### src/rtl/pfd_ram.sv
// Generic single-write, single-read synchronous RAM with registered read data.
// Depends on nothing.
module pfd_ram #(
   parameter int WIDTH = 32,
   parameter int DEPTH = 16,
   localparam int AW = (DEPTH > 1) ? $clog2(DEPTH) : 1
) (
   input  logic             clock,
   input  logic             wr_en,
   input  logic [AW-1:0]    wr_addr,
   input  logic [WIDTH-1:0] wr_data,
   input  logic             rd_en,
   input  logic [AW-1:0]    rd_addr,
   output logic [WIDTH-1:0] rd_data
);

   logic [WIDTH-1:0] mem [DEPTH];
   logic [WIDTH-1:0] rd_data_ff;

   // Write port
   always_ff @(posedge clock) begin
      if (wr_en) begin
         mem[wr_addr] <= wr_data;
      end
   end

   // Registered read port
   always_ff @(posedge clock) begin
      if (rd_en) begin
         rd_data_ff <= mem[rd_addr];
      end
   end

   assign rd_data = rd_data_ff;

endmodule

### config.mk
export PLATFORM = sky130hd
export DESIGN_NAME = pfd_ram
export DESIGN_NICKNAME = d
export VERILOG_FILES = /design/src/rtl/pfd_ram.sv
export SDC_FILE = /design/constraint.sdc
export NUM_CORES = 1
export LEC_CHECK = 0
export CORE_MARGIN = 2
export CORE_UTILIZATION = 25
export CTS_CLUSTER_SIZE = 30
export DETAILED_ROUTE_END_ITERATION = 12
export DONT_BUFFER_PORTS = 1
export SETUP_SLACK_MARGIN = 0.3
export SKIP_CTS_REPAIR_TIMING = 1
export SLEW_MARGIN = 20
export SYNTH_ARGS = -nofsm -noshare
export SYNTH_HDL_FRONTEND = slang
export SYNTH_SLANG_ARGS = --single-unit
### constraint.sdc
create_clock -name clock -period 5.7 [get_ports clock]
set_input_delay 0.855 -clock clock [delete_from_list [all_inputs] [get_ports clock]]
set_output_delay 0.855 -clock clock [all_outputs]
set_load 0.1 [all_outputs]
==> flow_metrics.env <==
export IMPL_track_usage=0.0961
export IMPL_area_delta_synth_final_pct=14.8
export IMPL_synth_distinct_cells=17
export IMPL_route_detailed_drc=0
export IMPL_grt_pass1_vias=8983
export IMPL_synth_most_common_cell="edfxtp_1"
export IMPL_route_vias_total=8458
export IMPL_fin_nets=905
export IMPL_drv_slew=0
export IMPL_synthesis_instances=838
export IMPL_yosys_warnings=0
export IMPL_worst_pin_slew_ns=1.07
export IMPL_overflow=0
export IMPL_ioPinCount=75
export IMPL_peakVddDrop_mv=0.225
export IMPL_worstSetupPathType="flop to primary output"
export IMPL_drv_cap=0
export IMPL_status="finished clean"
export IMPL_relSlewSlack=0.282
export IMPL_p_per_area_nw_per_um2=354
export IMPL_antenna_found_initial=0
export IMPL_htreeDepth=2
export IMPL_start_kind="flop"
export IMPL_drive_above_1_share=0.256
export IMPL_async_reset_ff_frac=0
export IMPL_cts_buffer_depth=3
export IMPL_vias_per_cell=4.32
export IMPL_synth_fp_nets=881
export IMPL_max_freq_mhz=410
export IMPL_rsz0062_at_grt="false"
export IMPL_grt_pass1_wl_mm=59.4
export IMPL_syn_area_sq_um=20200
export IMPL_drtPass1Iterations=5
export IMPL_die_area_sq_um=83000
export IMPL_rows=104
export IMPL_ys_seq_elements=544
export IMPL_synthFlopType="edfxtp_1"
export IMPL_cts_made_buffers=51
export IMPL_hp_class="primary input to flop"
export IMPL_period_share=0.428
export IMPL_setup_viol=0
export IMPL_chipWidth_um=288
export IMPL_netlist_top_cells_count="edfxtp_1, mux4_2, a22oi_1, nand2_1, clkbuf_1"
export IMPL_place_gp_congestion=0.661
export IMPL_ctsRootBufferMaster="clkbuf_16"
export IMPL_end_kind="primary output"
export IMPL_grt_max_degree=129
export IMPL_crit_fanout=1
export IMPL_portBuffers=0
export IMPL_synth_area_leaders="edfxtp_1, mux4_2, a22oi_1"
export IMPL_fin_skew_ns=0.0208
export IMPL_dpl_hpwl_mm=21.7
export IMPL_fin_tns_setup_ns=0
export IMPL_clkLatencyLatePin_ns=0.57
export IMPL_antenna_left=0
export IMPL_initial_utilization=0.252
export IMPL_place_area_sq_um=21500
export IMPL_layout_min_cycle_time_ns=2.44
export IMPL_coreArea_sq_um=80200
export IMPL_die_h_um=288
export IMPL_p_leak_uw=0.00694
export IMPL_stdcell_area_sq_um=23200
export IMPL_synth_top_area_frac=0.810
export IMPL_hold_violations=0
export IMPL_clkSinkCount=544
export IMPL_arrival_ns=1.59
export IMPL_cts_tree="yes"
export IMPL_avgSynthCellArea_sq_um=24.1
export IMPL_cp_required_ns=4.85
export IMPL_yosysTopAreaCell="edfxtp_1"
export IMPL_synth_seq_area_share=0.810
export IMPL_detail_route_wl_per_cell_um=20.4
export IMPL_fillers=7809
export IMPL_drtIter0Drc=766
export IMPL_n_antenna_cell=0
export IMPL_wl_mm=40.0
export IMPL_clk_pin_slew_ns=0.06
export IMPL_synth_edf_count=544
[power breakdown]
part / total (uW) / switching [uW] / internal [uW]
combinational: 225 / 101 / 125
sequential: 4680 / 173 / 4510
clock: 3290 / 1390 / 1900
[per-stage QoR]
stage | util | hold WS (ns) | setup slack (ns) | std cells | power [uW]
after CTS | 0.288 | 0.340 | 3.21 | 1959 | 8290
after global routing | 0.289 | 0.339 | 3.19 | 1960 | 8460
after detailed placement | 0.268 | 0.740 | 2.93 | 1868 | 5000
after global placement | 0.268 | 0.739 | 2.95 | 1868 | 4990
final | 0.289 | 0.369 | 3.26 | 1960 | 8200
after floorplan | - | 0.710 | 1.67 | 838 | 4970
[sequential cells by signal (all words and copies together), names as in the netlist]
register and flops:
mem 512, rd_data 32
[logic make-up (layout without fill, tap and decap cells)]
group,Yosys count,in the layout,synth area share
buffers and inverters,43,105,0.0110
AND/OR/NAND/NOR,59,59,0.0125
flip-flops,544,544,0.810
AO/OA/AOI/OAI,64,64,0.0238
multiplexers,128,128,0.143
[final cells by class]
cell class / instances / area [sq um] / area share
clock buffer: 66 / 1350 / 0.0585
clock inverter: 25 / 262 / 0.0113
multi-input combinational: 251 / 3750 / 0.162
sequential: 544 / 16300 / 0.706
tap: 1060 / 1330 / 0.0573
timing repair buffer: 14 / 125 / 0.00540
[layout by cell type (no fill, tap or decap)]
cell type,count
nand3_1,1
buf_4,13
clkbuf_1,14
clkbuf_16,52
a22oi_1,64
nand2_1,33
bufinv_16,5
nand3b_1,2
nor2b_4,2
nor3_2,4
inv_6,2
nand2b_1,2
buf_16,1
clkinv_1,10
and2_2,1
clkinv_8,1
clkinv_2,5
clkinvlp_4,2
edfxtp_1,544
nor2_4,13
or3b_2,1
mux4_2,128
[layer usage]
layer / part of all wire / vias up / global-route usage
li1: - / 3645 / -
met1: 0.44 / 4568 / 0.131
met2: 0.49 / 210 / 0.154
met3: 0.063 / 35 / 0.0247
met4: 0.012 / 0 / 0.0228
met5: 0 / - / 0
[path summary, 6_finish.rpt]
kind / startpoint / endpoint / slack (ns) / cells past startpoint
setup / recovery: rd_data[19]$_DFFE_PP_ / rd_data[19] / 3.26 / 0
hold / removal: wr_data[19] / mem[15][19]$_DFFE_PP_ / 0.37 / 0
setup reg to reg: mem[3][1]$_DFFE_PP_ / rd_data[1]$_DFFE_PP_ / 4.18 / 3
hold reg to reg: mem[14][13]$_DFFE_PP_ / rd_data[13]$_DFFE_PP_ / 0.75 / 3
Note: power is estimated with default switching activity, not from simulation.
