--- config.mk ---
export PLATFORM = sky130hd
export DESIGN_NAME = pfd_pixel
export DESIGN_NICKNAME = d
export VERILOG_FILES = /design/src/rtl/pfd_pkg.sv /design/src/rtl/pfd_pixel.sv
export SDC_FILE = /design/constraint.sdc
export NUM_CORES = 1
export LEC_CHECK = 0
export ABC_AREA = 1
export BUFFER_PORTS_ARGS = -buffer_cell sky130_fd_sc_hd__buf_2
export CORE_MARGIN = 5
export CORE_UTILIZATION = 55
export CTS_BUF_LIST = sky130_fd_sc_hd__clkbuf_16
export DETAILED_ROUTE_END_ITERATION = 8
export GPL_ROUTABILITY_DRIVEN = 0
export HOLD_SLACK_MARGIN = 0.05
export PLACE_DENSITY = 0.75
export REMOVE_ABC_BUFFERS = 1
export SYNTH_ARGS = -nofsm -noshare
export SYNTH_HDL_FRONTEND = slang
export SYNTH_SLANG_ARGS = --single-unit
--- constraint.sdc ---
create_clock -name clock -period 9.2 [get_ports clock]
set_input_delay 0.46 -clock clock [delete_from_list [all_inputs] [get_ports clock]]
set_output_delay 0.46 -clock clock [all_outputs]
set_load 0.05 [all_outputs]
--- src/rtl/pfd_pkg.sv ---
// Shared types, constants and helpers for the paletted framebuffer display.
// Depends on nothing. The bus, pixel and top-level files use it through scoped names.
package pfd_pkg;

   // Picture geometry and frame store sizing
   localparam int FRAME_COUNT    = 8;
   localparam int PICTURE_WIDTH  = 64;
   localparam int PICTURE_HEIGHT = 64;
   localparam int PIXEL_SCALE    = 6;

   localparam int FRAME_WORDS = (PICTURE_WIDTH * PICTURE_HEIGHT + 7) / 8;
   localparam int STORE_WORDS     = FRAME_COUNT * FRAME_WORDS;
   localparam int ADDR_W          = (STORE_WORDS > 1) ? $clog2(STORE_WORDS) : 1;
   localparam int PX_W            = $clog2(PICTURE_WIDTH);
   localparam int PY_W            = (PICTURE_HEIGHT > 1) ? $clog2(PICTURE_HEIGHT) : 1;
   localparam int IDX_W           = $clog2(PICTURE_WIDTH * PICTURE_HEIGHT);

   // Field widths
   localparam int CMD_W     = 2;
   localparam int OFF_W     = 8;
   localparam int DATA_W    = 32;
   localparam int SX_W      = 10;
   localparam int SY_W      = 9;
   localparam int FRAME_W   = 4;
   localparam int UIDX_W    = 13;
   localparam int PAL_W     = 6;
   localparam int PAL_DEPTH = 16;
   localparam int PAL_IDX_W = 4;
   localparam int CSR_IDX_W = 2;

   // Scaled picture extent, compared against coordinate offsets
   localparam int SPAN_W = 11;
   localparam logic [SPAN_W-1:0] SPAN_X = SPAN_W'(PICTURE_WIDTH * PIXEL_SCALE);
   localparam logic [SPAN_W-1:0] SPAN_Y = SPAN_W'(PICTURE_HEIGHT * PIXEL_SCALE);

   // Division by the scale as multiply by a rounded-up reciprocal
   localparam int RECIP_SHIFT = 16;
   localparam int RECIP_W     = 17;
   localparam logic [RECIP_W-1:0] RECIP =
      RECIP_W'(((1 << RECIP_SHIFT) + PIXEL_SCALE - 1) / PIXEL_SCALE);
   localparam int PROD_W = SX_W + RECIP_W;

   localparam logic [FRAME_W:0]   FRAME_LIMIT = (FRAME_W + 1)'(FRAME_COUNT);
   localparam logic [UIDX_W-1:0]  WPF_LIMIT   = UIDX_W'(FRAME_WORDS);

   // Commands
   localparam logic [CMD_W-1:0] CMD_READ  = 2'd0;
   localparam logic [CMD_W-1:0] CMD_WRITE = 2'd1;
   localparam logic [CMD_W-1:0] CMD_PIXEL = 2'd2;

   // Register offsets
   localparam logic [OFF_W-1:0] OFF_ID          = 8'd0;
   localparam logic [OFF_W-1:0] OFF_CTRL        = 8'd4;
   localparam logic [OFF_W-1:0] OFF_STATUS      = 8'd8;
   localparam logic [OFF_W-1:0] OFF_UPLOAD      = 8'd12;
   localparam logic [OFF_W-1:0] OFF_STREAM      = 8'd16;
   localparam logic [OFF_W-1:0] OFF_PALETTE     = 8'd64;
   localparam logic [OFF_W-1:0] OFF_PALETTE_END = 8'd128;

   // Configuration register indexes
   localparam logic [CSR_IDX_W-1:0] CSR_PIC_LEFT  = 2'd0;
   localparam logic [CSR_IDX_W-1:0] CSR_PIC_TOP   = 2'd1;
   localparam logic [CSR_IDX_W-1:0] CSR_DEVICE_ID = 2'd2;

   localparam logic [SX_W-1:0]      LEFT_RESET  = 10'd128;
   localparam logic [SY_W-1:0]      TOP_RESET   = 9'd48;
   localparam logic [PAL_IDX_W-1:0] BG_ENTRY    = 4'd9;
   localparam logic [7:0]           COLOR_STEP  = 8'd85;
   localparam logic [DATA_W-1:0]    ALPHA_OPAQUE = 32'hFF00_0000;
   localparam logic [DATA_W-1:0]    STATUS_VALUE = 32'd1;

   // Payload types
   typedef struct packed {
      logic [CMD_W-1:0]  cmd;
      logic [OFF_W-1:0]  reg_offset;
      logic [DATA_W-1:0] write_data;
      logic [SX_W-1:0]   pos_x;
      logic [SY_W-1:0]   pos_y;
   } req_type;

   typedef struct packed {
      logic [DATA_W-1:0] read_data;
      logic [DATA_W-1:0] pixel_color;
   } rsp_type;

   // Display settings seen by the pixel path
   typedef struct packed {
      logic               display_enable;
      logic [FRAME_W-1:0] shown_frame;
      logic [SX_W-1:0]    pic_left;
      logic [SY_W-1:0]    pic_top;
   } view_type;

   // Frame store write from the upload stream
   typedef struct packed {
      logic              en;
      logic [ADDR_W-1:0] addr;
      logic [DATA_W-1:0] data;
   } store_wr_type;

   // Coordinate mapping result
   typedef struct packed {
      logic              in_pic;
      logic [ADDR_W-1:0] addr;
      logic [2:0]        nib_sel;
   } map_type;

   typedef enum logic [2:0] {
      ST_CLEAR,
      ST_IDLE,
      ST_MAP,
      ST_READ,
      ST_DONE
   } state_type;

   // 6-bit RRGGBB to opaque ARGB8888
   function automatic logic [DATA_W-1:0] expand_color(input logic [PAL_W-1:0] rgb);
      logic [7:0] r;
      logic [7:0] g;
      logic [7:0] b;
      r = 8'(rgb[5:4]) * COLOR_STEP;
      g = 8'(rgb[3:2]) * COLOR_STEP;
      b = 8'(rgb[1:0]) * COLOR_STEP;
      return ALPHA_OPAQUE | {8'h00, r, g, b};
   endfunction

endpackage

--- src/rtl/pfd_pixel.sv ---
// Three-stage coordinate mapper: screen position to frame store word and nibble.
// Depends on pfd_pkg.
module pfd_pixel (
   input  logic                     clock,
   input  logic                     reset,
   input  logic                     start,
   input  logic [pfd_pkg::SX_W-1:0] pos_x,
   input  logic [pfd_pkg::SY_W-1:0] pos_y,
   input  pfd_pkg::view_type        view,
   output pfd_pkg::map_type         map,
   output logic                     map_valid
);

   logic                            v1_ff, v2_ff, v3_ff;
   logic [pfd_pkg::SX_W-1:0]        dx_ff;
   logic [pfd_pkg::SY_W-1:0]        dy_ff;
   logic                            in1_ff, in2_ff, in3_ff;
   logic [pfd_pkg::PX_W-1:0]        px_ff;
   logic [pfd_pkg::PY_W-1:0]        py_ff;
   logic [pfd_pkg::ADDR_W-1:0]      addr_ff;
   logic [2:0]                      nib_ff;

   logic [pfd_pkg::SX_W:0]          diff_x;
   logic [pfd_pkg::SY_W:0]          diff_y;
   logic                            in_pic;
   logic [pfd_pkg::PROD_W-1:0]      prod_x, prod_y;
   logic [pfd_pkg::IDX_W-1:0]       idx;
   logic [pfd_pkg::ADDR_W-1:0]      addr;

   // Stage 1: offset from the margins and bounds check
   assign diff_x = {1'b0, pos_x} - {1'b0, view.pic_left};
   assign diff_y = {1'b0, pos_y} - {1'b0, view.pic_top};
   assign in_pic = !diff_x[pfd_pkg::SX_W] && !diff_y[pfd_pkg::SY_W]
                   && ({1'b0, diff_x[pfd_pkg::SX_W-1:0]} < pfd_pkg::SPAN_X)
                   && ({2'b00, diff_y[pfd_pkg::SY_W-1:0]} < pfd_pkg::SPAN_Y);

   // Stage 2: divide by the scale through the reciprocal
   assign prod_x = pfd_pkg::PROD_W'(dx_ff) * pfd_pkg::PROD_W'(pfd_pkg::RECIP);
   assign prod_y = pfd_pkg::PROD_W'(dy_ff) * pfd_pkg::PROD_W'(pfd_pkg::RECIP);

   // Stage 3: pixel index and word address in the shown frame
   assign idx  = pfd_pkg::IDX_W'(pfd_pkg::IDX_W'(py_ff) * pfd_pkg::IDX_W'(pfd_pkg::PICTURE_WIDTH))
                 + pfd_pkg::IDX_W'(px_ff);
   assign addr = pfd_pkg::ADDR_W'(pfd_pkg::ADDR_W'(view.shown_frame)
                 * pfd_pkg::ADDR_W'(pfd_pkg::FRAME_WORDS))
                 + pfd_pkg::ADDR_W'(idx >> 3);

   // Stage valid chain
   always_ff @(posedge clock) begin
      if (reset) begin
         v1_ff <= 1'b0;
         v2_ff <= 1'b0;
         v3_ff <= 1'b0;
      end else begin
         v1_ff <= start;
         v2_ff <= v1_ff;
         v3_ff <= v2_ff;
      end
   end

   // Stage payload registers; outside points map to pixel zero
   always_ff @(posedge clock) begin
      if (start) begin
         dx_ff  <= diff_x[pfd_pkg::SX_W-1:0];
         dy_ff  <= diff_y[pfd_pkg::SY_W-1:0];
         in1_ff <= in_pic;
      end
      if (v1_ff) begin
         px_ff  <= in1_ff ? prod_x[pfd_pkg::RECIP_SHIFT +: pfd_pkg::PX_W] : '0;
         py_ff  <= in1_ff ? prod_y[pfd_pkg::RECIP_SHIFT +: pfd_pkg::PY_W] : '0;
         in2_ff <= in1_ff;
      end
      if (v2_ff) begin
         addr_ff <= addr;
         nib_ff  <= idx[2:0];
         in3_ff  <= in2_ff;
      end
   end

   always_comb begin
      map.in_pic  = in3_ff;
      map.addr    = addr_ff;
      map.nib_sel = nib_ff;
   end

   assign map_valid = v3_ff;

endmodule

==> results of run 1 <==
## layout make-up
cell class,count,area share (%)
Timing Repair Buffer,60,4.13
Tap cell,147,2.53
Sequential cell,52,21.1
Inverter,206,10.6
Multi-Input combinational cell,530,59.5
Clock inverter,3,0.344
Clock buffer,5,1.72
## logic make-up (layout without fill, tap and decap cells)
| family | count (synthesis) | after routing | share of synthesized area, % |
|---|---|---|---|
| AND/OR/NAND/NOR | 253 | 253 | 16.1 |
| buffers and inverters | 208 | 274 | 11.8 |
| adder cells (fa/ha/maj) | 178 | 178 | 40.0 |
| AO/OA/AOI/OAI | 84 | 84 | 7.06 |
| flip-flops | 52 | 52 | 23.1 |
| XOR/XNOR | 15 | 15 | 1.98 |
## cell usage in the layout, fill, tap and decap left out, types with 2 or more instances in the layout
cell,netlist,routed
inv_1,199,199
nand2_1,133,133
ha_1,121,121
nor2_1,61,61
buf_2,1,60
fa_1,57,57
edfxtp_1,49,49
a21oi_1,46,46
nand3_1,27,27
o21ai_0,14,14
nand4_1,10,10
xnor2_1,10,10
nand2_2,7,7
nor3_1,7,7
inv_2,6,6
o21bai_1,6,6
o21ai_1,5,5
a21o_1,5,5
xor2_1,5,5
clkbuf_16,0,5
o21ai_2,3,3
a31oi_1,3,3
dfxtp_1,3,3
nand3_2,2,2
nor3_2,2,2
inv_6,0,2
## metrics by stage
step                      setup slack, ns  instances  hold WS [ns]  util (%)
after global placement               4.82        995         0.401      59.7
after detailed placement             4.79        995         0.405      59.7
after global routing                 4.39       1003         0.319      61.0
after CTS                            4.76       1003         0.325      61.0
final                                4.77       1003         0.334      61.0
after floorplan                      5.05        788         0.400         -
## flip-flops by register name, summed over array words and instances (netlist names), 3 cells and up
| register | flops |
|---|---|
| py_ff | 6 |
| px_ff | 6 |
| dx_ff | 10 |
| dy_ff | 9 |
| nib_ff | 3 |
| addr_ff | 12 |
## per-layer routing
layer	up-vias	track usage, %
met3	10	3.16
met4	0	3.79
met2	81	30.5
li1	2629	-
met1	2193	23.0
met5	-	0
## path summary, 6_finish.rpt
path,from,to,cells past startpoint
max,dx_ff[6],px_ff[4],15
min,view[20],addr_ff[10],1
max reg2reg,dx_ff[6],px_ff[4],15
min reg2reg,px_ff[2],nib_ff[2],0
## worst register-to-register path: cells and delay by family, from the launching register on
kind	cells	cell delay (ns)
fa+ha+maj	6	2.76
simple gates	5	0.48
compound gates	2	0.32
flops	1	0.46
buf+inv	2	0.17
==> results.json, run 1 <==
{
  "route.antenna.remaining_nets": 0,
  "clock-sinks": 52,
  "wl_met1_um": 5530,
  "overflow": 0,
  "ff2ff_setup_slack_ns": 4.77,
  "post_cts_resized": 0,
  "synth_commonest_cells": "199 x inv_1, 133 x nand2_1, 121 x ha_1",
  "wl_met2_um": 5490,
  "highest_layer": "met4",
  "cts_buffer_depth": 2,
  "worst_slew_pin_slew_ns": 0.641,
  "die-area_mm2": 0.0144,
  "worstSetupPathType": "flip-flop to flip-flop",
  "design_area_mm2": 0.00727,
  "yosys_warnings": 0,
  "grt_pass1_wl_um": 21000,
  "synth.distinct_cells": 32,
  "finalHoldViolations": 0,
  "grt_pass1_vias": 4939,
  "crit_path_frequent_cell": "fa_1",
  "die_h_um": 120,
  "fp-row-count": 40,
  "synth.most_common_cell": "inv_1",
  "port_buffers": 60,
  "avgRoutedWirePerCell_um": 11.6,
  "cp_slowest_cell": "fa_1",
  "netlist.top_cell.by_area": "ha_1",
  "coreArea_mm2": 0.0119,
  "maxCapViolCount": 0,
  "critPathMaxStageDelay_ns": 0.61,
  "cp_max_fo": 4,
  "setup_viol": 0,
  "grt_max_degree": 22,
  "cp_top_family": "adder cells",
  "rsz0062_at_grt": "no",
  "synth_cells": 790,
  "min_period_ns": 4.43,
  "root_buffer": "clkbuf_16",
  "timing.final.crit_share_pct": 48.2,
  "post_cts_buffers": 0,
  "dp_hpwl_um": 10200,
  "viasPerCell": 4.90,
  "die_w_um": 120,
  "num-fill-cells": 1069,
  "layout-drive-gt1-share_pct": 10.4,
  "ys_seq_area_share_pct": 23.1,
  "path_clk_slew_ns": 0.08,
  "regArea_mm2": 0.00153,
  "fin_nets": 1079,
  "antenna_found_initial": 0,
  "met3_length_um": 476,
  "crit_chain": "ha_1 -> inv_1 -> fa_1 -> inv_1 -> fa_1 -> fa_1 -> fa_1 -> ha_1 -> a21oi_1 -> o21ai_1 -> nor2b_1 -> nor2_1 -> nand3_1 -> nand2_1 -> nor2_1",
  "vias": 4913,
  "synth-edff-count": 49,
  "ys_ff_latch": 52,
  "finalSetupTns_ns": 0,
  "htreeDepth": 2,
  "diodes": 0,
  "worstSetupStartpointType": "flip-flop",
  "skew_ns": 0.0128,
  "drt_iter0_markers": 183,
  "multi_input_area_mm2": 0.00433,
  "cp-end-kind": "flip-flop",
  "drc_errors": 0,
  "hold_buffers": 0,
  "drtPass1Iterations": 5,
  "max_freq_mhz": 226,
  "track_usage_pct": 17.6,
  "arrival_ns": 4.50,
  "synthTopCellsByArea": "ha_1 23%, edfxtp_1 22%, fa_1 17%, inv_1 11%, nand2_1 7.5%",
  "cts_tree": "built",
  "max_slew_margin_pct": 57.2,
  "drv_slew": 0,
  "path_buf_inv": 2,
  "synth_top_area_share_pct": 22.8,
  "synth_flop_cell": "edfxtp_1",
  "min_path_type": "primary input to flip-flop",
  "wl_um": 11600,
  "place_area_mm2": 0.00712,
  "status": "finished clean",
  "clk_latency_ns": 0.31,
  "synthToLayoutAreaGrowth_pct": 9.36,
  "avgSynthCellArea_um2": 8.41,
  "start_util_pct": 55.8,
  "synth_area_mm2": 0.00664,
  "cts_made_buffers": 5,
  "num_io_pins": 63,
  "ys_async_sr_fraction_pct": 0,
  "crit_required_ns": 9.27
}
Power of run 1 is not shown: default switching activity piles up to over one toggle a cycle in this logic, so the estimate is an artifact.
==> inputs of run 2 (changes only) <==
--- a/config.mk
+++ b/config.mk
@@ -5,7 +5,7 @@
 export SDC_FILE = /design/constraint.sdc
 export NUM_CORES = 1
 export LEC_CHECK = 0
-export ABC_AREA = 1
+export ABC_AREA = 0
 export BUFFER_PORTS_ARGS = -buffer_cell sky130_fd_sc_hd__buf_2
 export CORE_MARGIN = 5
 export CORE_UTILIZATION = 55
@@ -13,7 +13,7 @@
 export DETAILED_ROUTE_END_ITERATION = 8
 export GPL_ROUTABILITY_DRIVEN = 0
 export HOLD_SLACK_MARGIN = 0.05
-export PLACE_DENSITY = 0.75
+export PLACE_DENSITY = 0.78
 export REMOVE_ABC_BUFFERS = 1
 export SYNTH_ARGS = -nofsm -noshare
 export SYNTH_HDL_FRONTEND = slang
==> constraint.sdc (replaced) <==
create_clock -name clock -period 4 [get_ports clock]
set_input_delay 0.2 -clock clock [delete_from_list [all_inputs] [get_ports clock]]
set_output_delay 0.2 -clock clock [all_outputs]
set_load 0.05 [all_outputs]
==> results.json, run 2 <==
{
  "fin_cells": 855,
  "dp_hpwl_um": 10300,
  "die_h_um": 116,
  "root_buffer": "clkbuf_16",
  "synthToLayoutAreaGrowth_pct": 22.8,
  "skew_ns": 0.00639,
  "cp_max_fo": 4,
  "htreeDepth": 2,
  "grt_pass1_vias": 5191,
  "top_regs": "addr_ff: 12 flops, dx_ff: 10 flops, dy_ff: 9 flops",
  "design_area_mm2": 0.00761,
  "clock-sinks": 52,
  "min_period_ns": 4.58,
  "worst_slew_pin_slew_ns": 0.686,
  "num_io_pins": 63,
  "avgSynthCellArea_um2": 10.5,
  "synthTopCellsByArea": "ha_1 24%, edfxtp_1 24%, fa_1 18%, inv_1 8.8%, xnor2_1 2.3%",
  "synth_top_area_share_pct": 24.4,
  "cts_buffer_depth": 2,
  "diodes": 0,
  "synth_cells": 591,
  "ys_seq_area_share_pct": 24.7,
  "num-fill-cells": 755,
  "dp_cells": 841,
  "coreArea_mm2": 0.0109,
  "drt_iter0_markers": 196,
  "final_common_cell": "inv_1",
  "fp-row-count": 38,
  "fin_nets": 938,
  "synth_flop_cell": "edfxtp_1",
  "timing.final.crit_share_pct": 114,
  "yosys_warnings": 0,
  "synth_area_mm2": 0.00620,
  "die_w_um": 116,
  "violations": "setup timing",
  "worstSetupPathType": "flip-flop to flip-flop",
  "worstSetupStartpointType": "flip-flop",
  "wl_um": 13600,
  "grt_max_degree": 22,
  "rsz0062_at_grt": "yes",
  "crit_required_ns": 4.04,
  "avgRoutedWirePerCell_um": 15.9,
  "synth_commonest_cells": "145 x inv_1, 121 x ha_1, 57 x fa_1",
  "cp-end-kind": "flip-flop",
  "route.antenna.remaining_nets": 0,
  "track_usage_pct": 21.0,
  "layout-drive-gt1-share_pct": 27.7,
  "setup_viol": 7,
  "viasPerCell": 5.53,
  "netlist.top_cell.by_area": "ha_1",
  "vias": 4724,
  "overflow": 0,
  "final_cell_mix": "134 x inv_1, 106 x ha_1, 60 x buf_2",
  "largest-register": "addr_ff",
  "port_buffers": 60,
  "drv_slew": 0,
  "maxCapViolCount": 0,
  "path_clk_slew_ns": 0.07,
  "postLayoutSetupSlackWorst_ns": -0.578,
  "synth.most_common_cell": "inv_1",
  "antenna_found_initial": 0,
  "synth.distinct_cells": 56,
  "synth-edff-count": 49,
  "drtPass1Iterations": 4,
  "max_slew_margin_pct": 54.2,
  "clk_latency_ns": 0.29,
  "finalHoldViolations": 0,
  "cts_tree": "built",
  "start_util_pct": 56.7,
  "cts_made_buffers": 5,
  "utilization_pct": 69.6,
  "max_freq_mhz": 218,
  "largest_register_ffs": 12,
  "ys_async_sr_fraction_pct": 0,
  "die-area_mm2": 0.0135,
  "drc_errors": 0,
  "status": "complete, but fails checks",
  "place_area_mm2": 0.00706,
  "grt_pass1_wl_um": 23000,
  "ys_ff_latch": 52,
  "min_path_type": "primary input to flip-flop",
  "arrival_ns": 4.62
}
==> run 2: cell types whose count changed after synthesis, moves of 7 or more <==
cell and delta:
nand2_2 -7, inv_1 -54, nand2_1 -117, o21a_1 +9, a211oi_1 +7, nor2_1 -43
nand4_1 -7, nand2b_1 +7, nand3_1 -20, a21oi_1 -19
==> run 2: kinds of logic (layout without fill, tap and decap cells) <==
kind of cell | Yosys count | count (layout) | synth area share [%]
AOI/OAI and AO/OA | 105 | 105 | 12.2
DFF | 52 | 52 | 24.7
muxes | 5 | 5 | 0.807
xor gates and xnor gates | 21 | 21 | 2.97
and+or+nand+nor | 81 | 81 | 7.39
buffers and inverters | 149 | 273 | 9.10
adders and majority gates | 178 | 178 | 42.8
==> run 2: layout make-up <==
cell class | count | area, µm² | share of cell area [%]
Multi-Input combinational cell | 390 | 4410 | 58.0
Sequential cell | 52 | 1530 | 20.1
Timing Repair Buffer | 120 | 758 | 9.96
Inverter | 145 | 547 | 7.18
Tap cell | 140 | 175 | 2.30
Clock buffer | 5 | 125 | 1.64
Clock inverter | 3 | 63.8 | 0.838
==> run 2: worst max-delay path, stage by stage (launching register included) <==
cell and delay, ns:
edfxtp_1 0.44, ha_4 0.31, inv_4 0.04, fa_1 0.50, fa_1 0.53, inv_2 0.04, fa_1 0.52, inv_2 0.06
fa_1 0.50, inv_2 0.05, ha_4 0.21, and4_1 0.16, a21oi_2 0.18, o2bb2ai_2 0.11, a2111oi_4 0.43, a211o_1 0.18
a21oi_1 0.05
==> run 2: through the flow <==
step	hold slack, ns	setup TNS (ns)	worst slack, ns
floorplan	0.272	-2.31	-0.534
global placement	0.380	-2.79	-0.566
detailed placement	0.386	-3.67	-0.656
CTS	0.0868	-2.17	-0.419
global route	0.0816	-3.98	-0.670
finish	0.0873	-2.81	-0.578
==> run 2: metal layers <==
layer	track usage, %	part of all wire (%)	vias up
li1	-	-	2251
met1	25.0	41	2266
met2	38.6	52	165
met3	2.95	4.6	42
met4	7.89	3.0	0
met5	0	0	-
==> run 2: final timing paths <==
| check | start | end | slack, ns | cells past startpoint |
|---|---|---|---|---|
| worst min-delay path | view[19] | addr_ff[9] | 0.09 | 1 |
| worst min register to register | px_ff[0] | nib_ff[0] | 0.42 | 0 |
| worst max register to register | dx_ff[6] | px_ff[5] | -0.58 | 16 |
| worst max-delay path | dx_ff[6] | px_ff[5] | -0.58 | 16 |
==> run 2: timing repair <==
item,4_1_cts,5_1_grt
pin swaps,32,30
hold buffers,0,0
buffers inserted,4,2
gates resized for setup,38,35
endpoints found under the setup margin,10,12
Power of run 2 is left out for the same reason.
==> inputs of run 3 (changes only) <==
--- a/config.mk
+++ b/config.mk
@@ -7,14 +7,15 @@
 export LEC_CHECK = 0
 export ABC_AREA = 0
 export BUFFER_PORTS_ARGS = -buffer_cell sky130_fd_sc_hd__buf_2
+export CAP_MARGIN = 20
 export CORE_MARGIN = 5
 export CORE_UTILIZATION = 55
 export CTS_BUF_LIST = sky130_fd_sc_hd__clkbuf_16
 export DETAILED_ROUTE_END_ITERATION = 8
 export GPL_ROUTABILITY_DRIVEN = 0
-export HOLD_SLACK_MARGIN = 0.05
 export PLACE_DENSITY = 0.78
 export REMOVE_ABC_BUFFERS = 1
+export SKIP_CTS_REPAIR_TIMING = 1
 export SYNTH_ARGS = -nofsm -noshare
 export SYNTH_HDL_FRONTEND = slang
 export SYNTH_SLANG_ARGS = --single-unit
==> results.json, run 3 (same netlist as run 2, synthesis figures left out) <==
{
  "whs_path_depth": 1,
  "setup_viol": 7,
  "avgRoutedWirePerCell_um": 15.5,
  "finalHoldViolations": 0,
  "max_freq_mhz": 220,
  "clock-sinks": 52,
  "vias": 4653,
  "crit_required_ns": 4.03,
  "dp_cells": 841,
  "drv_slew": 0,
  "cp_max_fo": 4,
  "top_regs": "addr_ff: 12 flops, dx_ff: 10 flops, dy_ff: 9 flops",
  "maxCapViolCount": 0,
  "worstSetupPathType": "flip-flop to flip-flop",
  "r2r-start": "dx_ff[6]",
  "drtPass1Iterations": 4,
  "antenna_found_initial": 0,
  "dp_hpwl_um": 10300,
  "status": "complete, but fails checks",
  "grt_pass1_vias": 5011,
  "largest-register": "addr_ff",
  "viasPerCell": 5.46,
  "skew_ns": 0.00560,
  "synthToLayoutAreaGrowth_pct": 21.3,
  "final_common_cell": "inv_1",
  "track_usage_pct": 19.9,
  "htreeDepth": 2,
  "min_to": "addr_ff[9]",
  "cp-end-kind": "flip-flop",
  "min_period_ns": 4.54,
  "route.antenna.remaining_nets": 0,
  "die-area_mm2": 0.0135,
  "path_clk_slew_ns": 0.07,
  "drt_iter0_markers": 200,
  "cts_buffer_depth": 2,
  "arrival_ns": 4.58,
  "worst_slew_pin_slew_ns": 0.684,
  "clk_latency_ns": 0.29,
  "postLayoutSetupSlackWorst_ns": -0.545,
  "min_path_type": "primary input to flip-flop",
  "cts_tree": "built",
  "fin_cells": 852,
  "overflow": 0,
  "fin_nets": 935,
  "timing.final.crit_share_pct": 114,
  "cts_made_buffers": 5,
  "root_buffer": "clkbuf_16",
  "grt_max_degree": 22,
  "wl_um": 13200,
  "r2r_end": "px_ff[4]",
  "ff2ff_setup_slack_ns": -0.54,
  "port_buffers": 60,
  "layout-drive-gt1-share_pct": 26.1,
  "grt_pass1_wl_um": 21900,
  "die_w_um": 116,
  "final_cell_mix": "134 x inv_1, 111 x ha_1, 60 x buf_2",
  "r2r_cells": 16,
  "largest_register_ffs": 12,
  "violations": "setup timing",
  "coreArea_mm2": 0.0109,
  "rsz0062_at_grt": "yes",
  "drc_errors": 0,
  "worstSetupStartpointType": "flip-flop",
  "diodes": 0,
  "die_h_um": 116,
  "max_slew_margin_pct": 54.3,
  "num_io_pins": 63,
  "hp-start": "view[19]",
  "fp-row-count": 38,
  "start_util_pct": 56.7
}
run 3: layout make-up:
| type | instances | area (µm²) |
|---|---|---|
| well taps | 140 | 175 |
| fillers | 768 | 3420 |
| clock inverters | 3 | 63.8 |
| repair buffers | 117 | 736 |
| clock buffers | 5 | 125 |
| multi-input cells | 390 | 4340 |
| inverters | 145 | 547 |
| flip-flops and latches | 52 | 1530 |
run 3: critical path: stages (launching register included):
cell,delay [ns]
edfxtp_1,0.44
ha_4,0.31
inv_4,0.04
fa_1,0.49
fa_1,0.53
inv_2,0.04
fa_1,0.50
inv_2,0.05
fa_1,0.49
inv_2,0.05
ha_4,0.20
and4_1,0.16
a21oi_2,0.21
o2bb2ai_2,0.12
a2111oi_4,0.39
or3_1,0.18
a21oi_1,0.07
run 3: worst max-delay path by stage:
stage                  start       end
floorplan           dx_ff[6]  px_ff[5]
global placement    dx_ff[4]  px_ff[5]
detailed placement  dx_ff[4]  px_ff[5]
CTS                 dx_ff[4]  px_ff[5]
global route        dx_ff[9]  px_ff[4]
finish              dx_ff[6]  px_ff[4]
run 3: metal layers:
metal | global-route usage, % | vias to the layer above | part of all wire [%]
met5 | 0 | - | 0
met1 | 24.5 | 2233 | 41
met3 | 2.64 | 35 | 5.1
li1 | - | 2244 | -
met2 | 36.4 | 141 | 51
met4 | 6.19 | 0 | 2.6
run 3: stage by stage:
stage	util, %	instance area, µm²	hold slack [ns]	TNS [ns]	setup slack (ns)
floorplan	-	6180	0.272	-2.31	-0.534
global placement	64.6	7060	0.380	-2.79	-0.566
detailed placement	64.6	7060	0.386	-3.67	-0.656
CTS	66.3	7250	0.0868	-4.30	-0.726
global route	68.8	7520	0.0813	-3.87	-0.671
finish	68.8	7520	0.0890	-2.54	-0.545
Power of run 3 is left out for the same reason.
